==> src/rtl/uerl_pkg.sv <==
// Package: shared types and constants for the ultrasonic echo ranger with LED blinker.
`default_nettype none

package uerl_pkg;

    // Item function codes
    typedef enum logic [1:0] {
        FUNC_TICK = 2'd0,
        FUNC_READ = 2'd1,
        FUNC_TRIG = 2'd2,
        FUNC_NOP  = 2'd3
    } func_t;

    // Configuration register indexes
    typedef enum logic [0:0] {
        CFG_LED_BLINK     = 1'b0,
        CFG_TRIGGER_WIDTH = 1'b1
    } cfg_index_t;

    // Distance bands of the LED blinker
    typedef enum logic [2:0] {
        BAND_NONE = 3'd0,
        BAND_1    = 3'd1,
        BAND_2    = 3'd2,
        BAND_3    = 3'd3,
        BAND_4    = 3'd4,
        BAND_5    = 3'd5,
        BAND_6    = 3'd6
    } band_t;

    // Per-item strobes, already qualified by the pipeline advancing
    typedef struct packed {
        logic tick;
        logic read;
        logic trig;
    } item_ctl_t;

    localparam int READ_BITS    = 24;
    localparam int TRIG_BITS    = 10;
    localparam int COUNT_BITS   = 4;

    localparam logic [READ_BITS-1:0]  READ_MAX            = '1;
    localparam logic [TRIG_BITS-1:0]  TRIGGER_WIDTH_RESET = 10'd20;
    localparam logic [COUNT_BITS-1:0] BLINK_COUNT_RESET   = 4'd1;

    // Band limits in microseconds (58 us per cm of range)
    localparam int BAND1_LIMIT = 10 * 58;
    localparam int BAND2_LIMIT = 25 * 58;
    localparam int BAND3_LIMIT = 50 * 58;
    localparam int BAND4_LIMIT = 75 * 58;
    localparam int BAND5_LIMIT = 100 * 58;

    // Toggle periods in measurements
    localparam logic [COUNT_BITS-1:0] PERIOD_2 = 4'd2;
    localparam logic [COUNT_BITS-1:0] PERIOD_3 = 4'd3;
    localparam logic [COUNT_BITS-1:0] PERIOD_4 = 4'd4;
    localparam logic [COUNT_BITS-1:0] PERIOD_5 = 4'd5;
    localparam logic [COUNT_BITS-1:0] PERIOD_6 = 4'd10;

endpackage

`default_nettype wire

==> src/rtl/ultrasonic_echo_ranger_led_core.sv <==
// Top level: ultrasonic echo ranger with LED distance blinker.
//
// Input channel (s_*): one transaction per item. func TICK is one microsecond
// sample of the echo pin, READ returns the latest echo width once, TRIG starts
// a trigger pulse of trigger_width ticks, the fourth code changes nothing.
// Result channel (m_*): exactly one transaction per input item, in order:
// read data and freshness flag, trigger pin level during the item and LED
// level after it.
// Configuration channel (cfg_*): index 0 switches the LED blinker on or off,
// index 1 trigger_width; always ready. The user must write these registers
// only while no item is in flight; the block does not enforce this.
// An accepted item passes the input register, then the result register.
// Throughput: one item per cycle while the receiver does not stall, set by
// the single state-update stage between the input and result registers.
// When the receiver stalls, the result holds and the input register still
// takes one more item; s_ready drops only when both registers are full.
// Synchronous active-low reset empties both registers, clears the echo,
// blinker and trigger state and restores the register defaults.
`default_nettype none

module ultrasonic_echo_ranger_led_core #(
    parameter int TIME_BITS = 24
) (
    input  wire logic                                aclk,
    input  wire logic                                aresetn,
    // Input items
    input  wire logic                                s_valid,
    output logic                                     s_ready,
    input  wire logic [1:0]                          s_func,
    input  wire logic                                s_echo_level,
    // Results
    output logic                                     m_valid,
    input  wire logic                                m_ready,
    output logic [uerl_pkg::READ_BITS-1:0]           m_read_data,
    output logic                                     m_data_fresh,
    output logic                                     m_trigger_level,
    output logic                                     m_led_level,
    // Configuration writes
    input  wire logic                                cfg_valid,
    output logic                                     cfg_ready,
    input  wire logic                                cfg_index,
    input  wire logic [uerl_pkg::TRIG_BITS-1:0]      cfg_data
);

    logic                             blink_on_reg;
    logic [uerl_pkg::TRIG_BITS-1:0]   trigger_width_reg;

    logic                             in_valid_reg;
    uerl_pkg::func_t                  in_func_reg;
    logic                             in_echo_reg;

    logic                             out_valid_reg;
    logic [uerl_pkg::READ_BITS-1:0]   out_read_data_reg;
    logic                             out_fresh_reg;
    logic                             out_trig_reg;
    logic                             out_led_reg;

    logic                             advance;
    uerl_pkg::item_ctl_t              ctl;
    logic                             meas_strobe;
    logic [TIME_BITS-1:0]             meas_width;
    logic [uerl_pkg::READ_BITS-1:0]   read_data;
    logic                             data_fresh;
    logic                             trigger_level;
    logic                             led_next;

    // Handshake: the item moves on when the result register is free or drained
    assign advance   = in_valid_reg && (!out_valid_reg || m_ready);
    assign s_ready   = !in_valid_reg || advance;
    assign cfg_ready = 1'b1;

    // Function decode, qualified by advance
    always_comb begin
        ctl = '0;
        case (in_func_reg)
            uerl_pkg::FUNC_TICK: ctl.tick = advance;
            uerl_pkg::FUNC_READ: ctl.read = advance;
            uerl_pkg::FUNC_TRIG: ctl.trig = advance;
            default:             ctl      = '0;
        endcase
    end

    // Configuration registers
    always_ff @(posedge aclk) begin
        if (!aresetn) begin
            blink_on_reg      <= 1'b0;
            trigger_width_reg <= uerl_pkg::TRIGGER_WIDTH_RESET;
        end else if (cfg_valid && cfg_ready) begin
            case (uerl_pkg::cfg_index_t'(cfg_index))
                uerl_pkg::CFG_LED_BLINK:     blink_on_reg      <= cfg_data[0];
                uerl_pkg::CFG_TRIGGER_WIDTH: trigger_width_reg <= cfg_data;
                default: ;
            endcase
        end
    end

    // Input register
    always_ff @(posedge aclk) begin
        if (!aresetn) begin
            in_valid_reg <= 1'b0;
        end else if (s_ready) begin
            in_valid_reg <= s_valid;
        end
    end

    always_ff @(posedge aclk) begin
        if (s_valid && s_ready) begin
            in_func_reg <= uerl_pkg::func_t'(s_func);
            in_echo_reg <= s_echo_level;
        end
    end

    uerl_echo #(
        .TIME_BITS (TIME_BITS)
    ) u_echo (
        .aclk        (aclk),
        .aresetn     (aresetn),
        .ctl         (ctl),
        .echo_level  (in_echo_reg),
        .meas_strobe (meas_strobe),
        .meas_width  (meas_width),
        .read_data   (read_data),
        .data_fresh  (data_fresh)
    );

    uerl_blink #(
        .TIME_BITS (TIME_BITS)
    ) u_blink (
        .aclk         (aclk),
        .aresetn      (aresetn),
        .blink_on     (blink_on_reg),
        .meas_strobe  (meas_strobe),
        .meas_width   (meas_width),
        .led_next_out (led_next)
    );

    uerl_trigger u_trigger (
        .aclk          (aclk),
        .aresetn       (aresetn),
        .ctl           (ctl),
        .trigger_width (trigger_width_reg),
        .trigger_level (trigger_level)
    );

    // Result register
    always_ff @(posedge aclk) begin
        if (!aresetn) begin
            out_valid_reg <= 1'b0;
        end else if (advance) begin
            out_valid_reg <= 1'b1;
        end else if (m_ready) begin
            out_valid_reg <= 1'b0;
        end
    end

    always_ff @(posedge aclk) begin
        if (advance) begin
            out_read_data_reg <= read_data;
            out_fresh_reg     <= data_fresh;
            out_trig_reg      <= trigger_level;
            out_led_reg       <= led_next;
        end
    end

    assign m_valid         = out_valid_reg;
    assign m_read_data     = out_read_data_reg;
    assign m_data_fresh    = out_fresh_reg;
    assign m_trigger_level = out_trig_reg;
    assign m_led_level     = out_led_reg;

endmodule

`default_nettype wire

==> src/rtl/uerl_echo.sv <==
// Echo pulse width counter, measurement latch and read-out.
`default_nettype none

module uerl_echo #(
    parameter int TIME_BITS = 24
) (
    input  wire logic                            aclk,
    input  wire logic                            aresetn,
    input  wire uerl_pkg::item_ctl_t             ctl,
    input  wire logic                            echo_level,
    output logic                                 meas_strobe,
    output logic [TIME_BITS-1:0]                 meas_width,
    output logic [uerl_pkg::READ_BITS-1:0]       read_data,
    output logic                                 data_fresh
);

    localparam int EXT_W = TIME_BITS + uerl_pkg::READ_BITS;
    localparam logic [TIME_BITS-1:0] COUNT_MAX = '1;

    logic                 echo_prev_reg, echo_prev_next;
    logic [TIME_BITS-1:0] count_reg, count_next;
    logic [TIME_BITS-1:0] measured_reg, measured_next;
    logic                 valid_reg, valid_next;
    logic [EXT_W-1:0]     meas_ext;
    logic                 read_sat;

    // Saturate the latched width to the read field
    assign meas_ext = EXT_W'(measured_reg);
    assign read_sat = meas_ext > EXT_W'(uerl_pkg::READ_MAX);

    // Edge detect, width count, latch on falling edge, read clears valid
    always_comb begin
        echo_prev_next = echo_prev_reg;
        count_next     = count_reg;
        measured_next  = measured_reg;
        valid_next     = valid_reg;
        meas_strobe    = 1'b0;
        read_data      = '0;
        data_fresh     = 1'b0;
        if (ctl.tick) begin
            if (echo_level && !echo_prev_reg) begin
                count_next = TIME_BITS'(1);
            end else if (echo_level) begin
                if (count_reg != COUNT_MAX) begin
                    count_next = count_reg + TIME_BITS'(1);
                end
            end else if (echo_prev_reg) begin
                measured_next = count_reg;
                valid_next    = 1'b1;
                meas_strobe   = 1'b1;
            end
            echo_prev_next = echo_level;
        end else if (ctl.read && valid_reg) begin
            read_data  = read_sat ? uerl_pkg::READ_MAX
                                  : meas_ext[uerl_pkg::READ_BITS-1:0];
            data_fresh = 1'b1;
            valid_next = 1'b0;
        end
    end

    // Width handed to the blinker is the count being latched
    assign meas_width = count_reg;

    always_ff @(posedge aclk) begin
        if (!aresetn) begin
            echo_prev_reg <= 1'b0;
            count_reg     <= '0;
            measured_reg  <= '0;
            valid_reg     <= 1'b0;
        end else begin
            echo_prev_reg <= echo_prev_next;
            count_reg     <= count_next;
            measured_reg  <= measured_next;
            valid_reg     <= valid_next;
        end
    end

endmodule

`default_nettype wire

==> src/rtl/uerl_blink.sv <==
// LED blinker: classifies each new width into a band; LED on in band 1, else toggled per band period.
`default_nettype none

module uerl_blink #(
    parameter int TIME_BITS = 24
) (
    input  wire logic                 aclk,
    input  wire logic                 aresetn,
    input  wire logic                 blink_on,
    input  wire logic                 meas_strobe,
    input  wire logic [TIME_BITS-1:0] meas_width,
    output logic                      led_next_out
);

    uerl_pkg::band_t                      band_reg, band_next, band_sel;
    logic [uerl_pkg::COUNT_BITS-1:0]      count_reg, count_next, period_sel;
    logic                                 led_reg, led_next;

    // Band decode of the new width
    always_comb begin
        if (meas_width < TIME_BITS'(uerl_pkg::BAND1_LIMIT)) begin
            band_sel   = uerl_pkg::BAND_1;
            period_sel = uerl_pkg::PERIOD_2;
        end else if (meas_width < TIME_BITS'(uerl_pkg::BAND2_LIMIT)) begin
            band_sel   = uerl_pkg::BAND_2;
            period_sel = uerl_pkg::PERIOD_2;
        end else if (meas_width < TIME_BITS'(uerl_pkg::BAND3_LIMIT)) begin
            band_sel   = uerl_pkg::BAND_3;
            period_sel = uerl_pkg::PERIOD_3;
        end else if (meas_width < TIME_BITS'(uerl_pkg::BAND4_LIMIT)) begin
            band_sel   = uerl_pkg::BAND_4;
            period_sel = uerl_pkg::PERIOD_4;
        end else if (meas_width < TIME_BITS'(uerl_pkg::BAND5_LIMIT)) begin
            band_sel   = uerl_pkg::BAND_5;
            period_sel = uerl_pkg::PERIOD_5;
        end else begin
            band_sel   = uerl_pkg::BAND_6;
            period_sel = uerl_pkg::PERIOD_6;
        end
    end

    // Blink step, when enabled: nearest band holds the LED on, others toggle on a band change and every period
    always_comb begin
        band_next  = band_reg;
        count_next = count_reg;
        led_next   = led_reg;
        if (meas_strobe && blink_on) begin
            if (band_sel == uerl_pkg::BAND_1) begin
                led_next   = 1'b1;
                band_next  = uerl_pkg::BAND_1;
                count_next = uerl_pkg::BLINK_COUNT_RESET;
            end else if (band_reg != band_sel) begin
                led_next   = ~led_reg;
                band_next  = band_sel;
                count_next = uerl_pkg::BLINK_COUNT_RESET;
            end else if (count_reg == period_sel) begin
                led_next   = ~led_reg;
                count_next = uerl_pkg::BLINK_COUNT_RESET;
            end else if (count_reg < period_sel) begin
                count_next = count_reg + uerl_pkg::COUNT_BITS'(1);
            end
        end
    end

    assign led_next_out = led_next;

    always_ff @(posedge aclk) begin
        if (!aresetn) begin
            band_reg  <= uerl_pkg::BAND_NONE;
            count_reg <= uerl_pkg::BLINK_COUNT_RESET;
            led_reg   <= 1'b0;
        end else begin
            band_reg  <= band_next;
            count_reg <= count_next;
            led_reg   <= led_next;
        end
    end

endmodule

`default_nettype wire

==> src/rtl/uerl_trigger.sv <==
// Trigger pulse timer: loaded by a trigger item, counted down by ticks.
`default_nettype none

module uerl_trigger (
    input  wire logic                             aclk,
    input  wire logic                             aresetn,
    input  wire uerl_pkg::item_ctl_t              ctl,
    input  wire logic [uerl_pkg::TRIG_BITS-1:0]   trigger_width,
    output logic                                  trigger_level
);

    logic [uerl_pkg::TRIG_BITS-1:0] left_reg, left_next;

    // Level shown for this item, then count down or reload
    always_comb begin
        left_next     = left_reg;
        trigger_level = (left_reg != '0);
        if (ctl.trig) begin
            left_next     = trigger_width;
            trigger_level = (trigger_width != '0);
        end else if (ctl.tick && (left_reg != '0)) begin
            left_next = left_reg - uerl_pkg::TRIG_BITS'(1);
        end
    end

    always_ff @(posedge aclk) begin
        if (!aresetn) begin
            left_reg <= '0;
        end else begin
            left_reg <= left_next;
        end
    end

endmodule

`default_nettype wire

==> config.mk <==
export PLATFORM = sky130hd
export DESIGN_NAME = ultrasonic_echo_ranger_led_core
export DESIGN_NICKNAME = d
export VERILOG_FILES = /design/src/rtl/uerl_pkg.sv /design/src/rtl/ultrasonic_echo_ranger_led_core.sv /design/src/rtl/uerl_echo.sv /design/src/rtl/uerl_blink.sv /design/src/rtl/uerl_trigger.sv
export SDC_FILE = /design/constraint.sdc
export NUM_CORES = 1
export LEC_CHECK = 0
export ABC_AREA = 1
export BUFFER_PORTS_ARGS = -buffer_cell sky130_fd_sc_hd__buf_2
export CORE_ASPECT_RATIO = 1.1
export CORE_UTILIZATION = 40
export CTS_CLUSTER_SIZE = 16
export DETAILED_ROUTE_END_ITERATION = 8
export GPL_ROUTABILITY_DRIVEN = 0
export SYNTH_ARGS = -nofsm -noshare
export SYNTH_HDL_FRONTEND = slang
export SYNTH_SLANG_ARGS = --single-unit
==> constraint.sdc <==
create_clock -name aclk -period 4.2 [get_ports aclk]
set_clock_uncertainty 0.15 [all_clocks]
set_input_delay 0.42 -clock aclk [delete_from_list [all_inputs] [get_ports aclk]]
set_output_delay 0.42 -clock aclk [all_outputs]
set_load 0.01 [all_outputs]
Word-level counts from Yosys, hierarchy flattened
Index checks and enable logic that the tools add are counted.
Widths: inputs -> output; s select.
{ "totals": {"register_bits": 111, "in_bits": 19} }
{ "classes": {"addsub": 3, "order_cmp": 7, "eq_ne": 9, "mux": 42, "n_bitwise": 5, "reduce_logical": 29} }
{ "op_table": {"columns": ["operator", "count"], "rows": [
  ["$mux 24", 4],
  ["$lt 24x13->1 const B", 2],
  ["$mux 4", 9],
  ["$add 24x1->24 const B", 1],
  ["$gt 24x24->1 const B", 1],
  ["$lt 24x10->1 const B", 1],
  ["$lt 24x11->1 const B", 1],
  ["$lt 24x12->1 const B", 1],
  ["$ne 24x24->1 const B", 1],
  ["$mux 1", 20],
  ["$mux 10", 2],
  ["$reduce_bool 10->1", 2],
  ["$mux 3", 6],
  ["$reduce_bool 2->1", 6],
  ["$sub 10x1->10 const B", 1],
  ["$reduce_and 2->1", 4],
  ["$reduce_and 4->1", 2],
  ["$logic_and 1x1->1", 6],
  ["$ne 2x2->1 const B", 3],
  ["$not 1->1", 5],
  ["$add 4x1->4 const B", 1],
  ["$eq 4x4->1", 1],
  ["$lt 4x4->1", 1],
  ["$reduce_bool 4->1", 1],
  ["other kinds (10)", 13]
]} }

Depth between registers and ports, before layout
{ "depth": {"depth_word": 11, "mapped_depth": 20, "ltp_nobuf": 19} }

Hierarchy
A second synthesis with hierarchy kept.
{ "unflattened": {"cells_unflattened": 794, "hier_area_um2": 5795.6} }
{ "modules_own_cells": {"columns": ["module", "n_inst", "cells_per_inst", "area_per_inst_um2"], "rows": [
  ["uerl_echo", 1, 398, 2603.7],
  ["ultrasonic_echo_ranger_led_core", 1, 105, 1465.2],
  ["uerl_blink", 1, 168, 1004.7],
  ["uerl_trigger", 1, 123, 721.9]
]} }

Worst setup path after synthesis
Ideal clock, no wire load.
{ "synth_timing": {"path_kind": "flip-flop to flip-flop", "startpoint": "reg u_echo.count_reg[21], in the netlist u_echo.meas_width[21]", "endpoint": "reg u_blink.count_reg[1] (netlist bit)", "setup_ns": 0.112, "t_arrival_ns": 2.129, "slack_ns": 1.808, "stages_incl_launch_ff": 18, "n_path_buf": 0, "period_less_slack_ns": 2.392, "cell_sequence": "dfxtp_1 -> nor2_2 -> nand2_2 -> nor2_4 -> nand2_1 -> nor2_4 -> nor2_4 -> nand2_2 -> inv_1 -> ha_1 -> inv_1 -> o21bai_1 -> a221oi_1 -> o21ai_1 -> nand2_4 -> clkinv_2 -> nor2_1 -> nor2_2"} }
{ "synth_via": {"elab_chain_len": 10, "word_cells_on_any_way": 24} }
{ "synth_rtl": {"columns": ["element", "line", "text"], "rows": [
  ["from (decl)", "uerl_echo.sv:21", "logic [TIME_BITS-1:0] count_reg, count_next;"],
  ["from (signal assigned)", "uerl_echo.sv:72", "count_reg <= count_next;"],
  ["parallel branches: the longest is 10 deep, another holds $lt 24x13->1", null, null],
  ["to (signal assigned)", "uerl_blink.sv:70", "count_reg <= uerl_pkg::BLINK_COUNT_RESET;"],
  ["to (signal assigned)", "uerl_blink.sv:74", "count_reg <= count_next;"],
  ["to (decl)", "uerl_blink.sv:16", "logic [uerl_pkg::COUNT_BITS-1:0] count_reg, count_next, period_sel;"]
]} }
Parallel ways; which one is timed is not known.
A chain may end at the register's enable or synchronous reset.

Worst setup path after layout
{ "layout_timing": {"startpoint": "reg u_echo.count_reg[16], in the netlist u_echo.meas_width[16]", "endpoint": "reg u_blink.count_reg[2] (netlist bit)"} }
The elaborated chain is that of the path after synthesis.

==> impl_metrics.toml <==
[status]
status = "finished, violations left"
violations = "DRC"

[timing]
finalSetupViolCount = 0
rsz0062_at_grt = "false"
fmax_ghz = 0.3675
tightest_slew_ns = 1.068
min_period_ns = 2.721
slew_violations = 0
slew_headroom = 0.2870
hold_viol_final = 0
final.setup.tns_ns = 0
fin_hold_ws_ns = 0.08987
period_share = 0.6480

[synth]
yosysTopAreaCell = "dfxtp_1"
async_flop_share = 0
synth_nets = 705
synthCells = 679
syn_avg_cell_area_um2 = 7.725
synthFlopType = "dfxtp_1"
ys_seq_area_frac = 0.4809
ys_seq_elements = 111
synth_edf_count = 30
yosysWarnings = 0
ys_types = 41
netlist_area_um2 = 5245
synth_top_area_frac = 0.3092
synth_area_leaders = "dfxtp_1, edfxtp_1, nand2_1"

[worst_setup_path]
reg2reg_from = "u_echo.meas_width[16]"
end_kind = "flop"
cp-start-kind = "flop"
worstPathCellList = "nor2_1, nand2_1, nor2_4, nand2_1, nor2_4, nor2_4, nand2_2, inv_1, ha_1, inv_1, o21bai_1, a221oi_1, o21ai_1, nand2_4, clkinv_2, nor2_1, nor2_2"
reg2reg_slack_ns = 1.48
cp_top_family = "simple AND/OR/NAND/NOR gates"
path_buf_inv = 3
rr_endpoint = "u_blink.count_reg[2]"
required_ns = 4.30
cp.depth = 17
crit_top_cell = "nor2_4"
arrival_ns = 2.83
critical_path_class = "flop to flop"
slowest_delay_ns = 0.35
r2r_cells = 17
cp_max_fo = 5
worst_path_max_delay_cell = "dfxtp_1"

[global_routing]
grt_max_degree = 50
grt_usage = 0.1751
antenna_found_initial = 0
grt_overflow_total = 0
grt_pass1_wl_mm = 19.00
grt_pass1_vias = 4235

[floorplanning]
fp.dieH_um = 122.1
dieArea_um2 = 13580
start_util = 0.4131
core-area_um2 = 12700
io_pins = 49
die_x_um = 111.2
row_count = 43

[worst_hold_path]
hold_path_class = "primary input to flop"
min_to = "in_func_reg[1]"
hp-start = "s_func[1]"
hold_depth = 1

[routing]
wl_mm = 11.08
via_count = 4403
drtIter0Drc = 239
ant_nets = 0
dr.pass1.iters = 7
routedWlPerCell_um = 12.55
vias_per_cell = 4.986
drc = 2

[final_layout]
fin_util = 0.4667
drive_gt1_frac = 0.1460
nets = 747
final_common_cell = "nand2_1"
fillers = 1265
stdcell_count = 883
syn_to_final_growth_pct = 12.98
design_area_um2 = 5926
final_cell_mix = "nand2_1, nor2_1, inv_1"
diodes = 0

[cts]
tritoncts = "yes"
cts_buffers = 9
cts_sinks = 111
ctsLongestPathBuffers = 2
clock_latency_ns = 0.36
path_clk_slew_ns = 0.07
cts_max_level = 3
cts_root_buf = "clkbuf_16"
ctsResizeCount = 0
holdBufCountCts = 0
postCtsSetupRepairBufs = 0

[place]
portBuffers = 47
post_dp_cell_area_um2 = 5613
dpl.cell_count = 867
place.detailed.hpwl_mm = 7.894

[power_and_ir_drop]
p_leak_nw = 2.398
ir_drop_mv = 0.2515
p_per_area_nw_per_um2 = 373.3

[job]
drv_cap = 0
==> worst max-delay path by stage <==
stage                                  endpoint  slack (ns)                   from
after floorplan            u_blink.count_reg[1]        1.81  u_echo.meas_width[21]
after CTS                  u_blink.count_reg[2]        1.45  u_echo.meas_width[14]
final                      u_blink.count_reg[2]        1.48  u_echo.meas_width[16]
after global placement    u_trigger.left_reg[1]        1.60                m_ready
after global routing       u_blink.count_reg[1]        1.26  u_echo.meas_width[14]
after detailed placement  u_trigger.left_reg[1]        1.45                m_ready
==> through the flow <==
step / total power, W / setup WS, ns
finish: 0.002212 / 1.479
global route: 0.002306 / 1.261
CTS: 0.002236 / 1.453
detailed placement: 0.001334 / 1.450
global placement: 0.001332 / 1.596
floorplan: 0.001283 / 1.808
==> worst register-to-register path: stages (launching register included) <==
cell,delay (ns)
dfxtp_1,0.35
nor2_1,0.18
nand2_1,0.12
nor2_4,0.15
nand2_1,0.11
nor2_4,0.11
nor2_4,0.05
nand2_2,0.10
inv_1,0.05
ha_1,0.28
inv_1,0.07
o21bai_1,0.06
a221oi_1,0.26
o21ai_1,0.21
nand2_4,0.13
clkinv_2,0.06
nor2_1,0.13
nor2_2,0.04
==> cell type report <==
type	instances	area [um2]	area share
flip-flops and latches	111	2522	0.4257
well taps	157	196.4	0.03315
repair buffers	51	265.3	0.04476
inverters	101	380.4	0.06419
multi-input cells	447	2248	0.3794
clock buffers	10	229.0	0.03864
clock inverters	6	83.83	0.01415
==> Yosys cell counts, types with 3 or more instances <==
| master | count |
|---|---|
| a211oi_1 | 5 |
| a21oi_1 | 55 |
| a31oi_1 | 7 |
| buf_2 | 3 |
| clkbuf_1 | 14 |
| dfxtp_1 | 81 |
| edfxtp_1 | 30 |
| ha_1 | 7 |
| inv_1 | 90 |
| inv_2 | 8 |
| nand2_1 | 104 |
| nand2_2 | 10 |
| nand3_1 | 38 |
| nand3_2 | 4 |
| nand4_1 | 7 |
| nor2_1 | 93 |
| nor2_2 | 6 |
| nor2_4 | 5 |
| nor3_1 | 17 |
| nor3_2 | 3 |
| nor4_1 | 4 |
| o21a_1 | 4 |
| o21ai_0 | 57 |
| xnor2_1 | 3 |
==> where the power goes <==
part           total (W)  switching (W)  leakage, nW  internal [W]
registers        0.00115      0.0000182        0.945       0.00113
logic           0.000163       0.000105         1.30     0.0000587
clock network   0.000902       0.000381        0.148      0.000521
==> metal layers <==
layer / wire length [um] / global-route usage / up-vias
li1: - / - / 2309
met1: 5004 / 0.2038 / 1987
met2: 5399 / 0.3102 / 88
met3: 448 / 0.04129 / 19
met4: 227 / 0.07264 / 0
met5: 0 / 0 / -
==> cells by family (layout without fill, tap and decap cells) <==
logic type,after synthesis,in the layout,share of synthesized area
AND/OR/NAND/NOR,297,297,0.2624
other,1,1,0.0007150
flip-flops,111,111,0.4809
XOR/XNOR,5,5,0.008351
AO/OA/AOI/OAI,137,137,0.1405
buffers and inverters,121,168,0.09041
adder cells (fa/ha/maj),7,7,0.01670
Power figures use the tool's default switching activity.
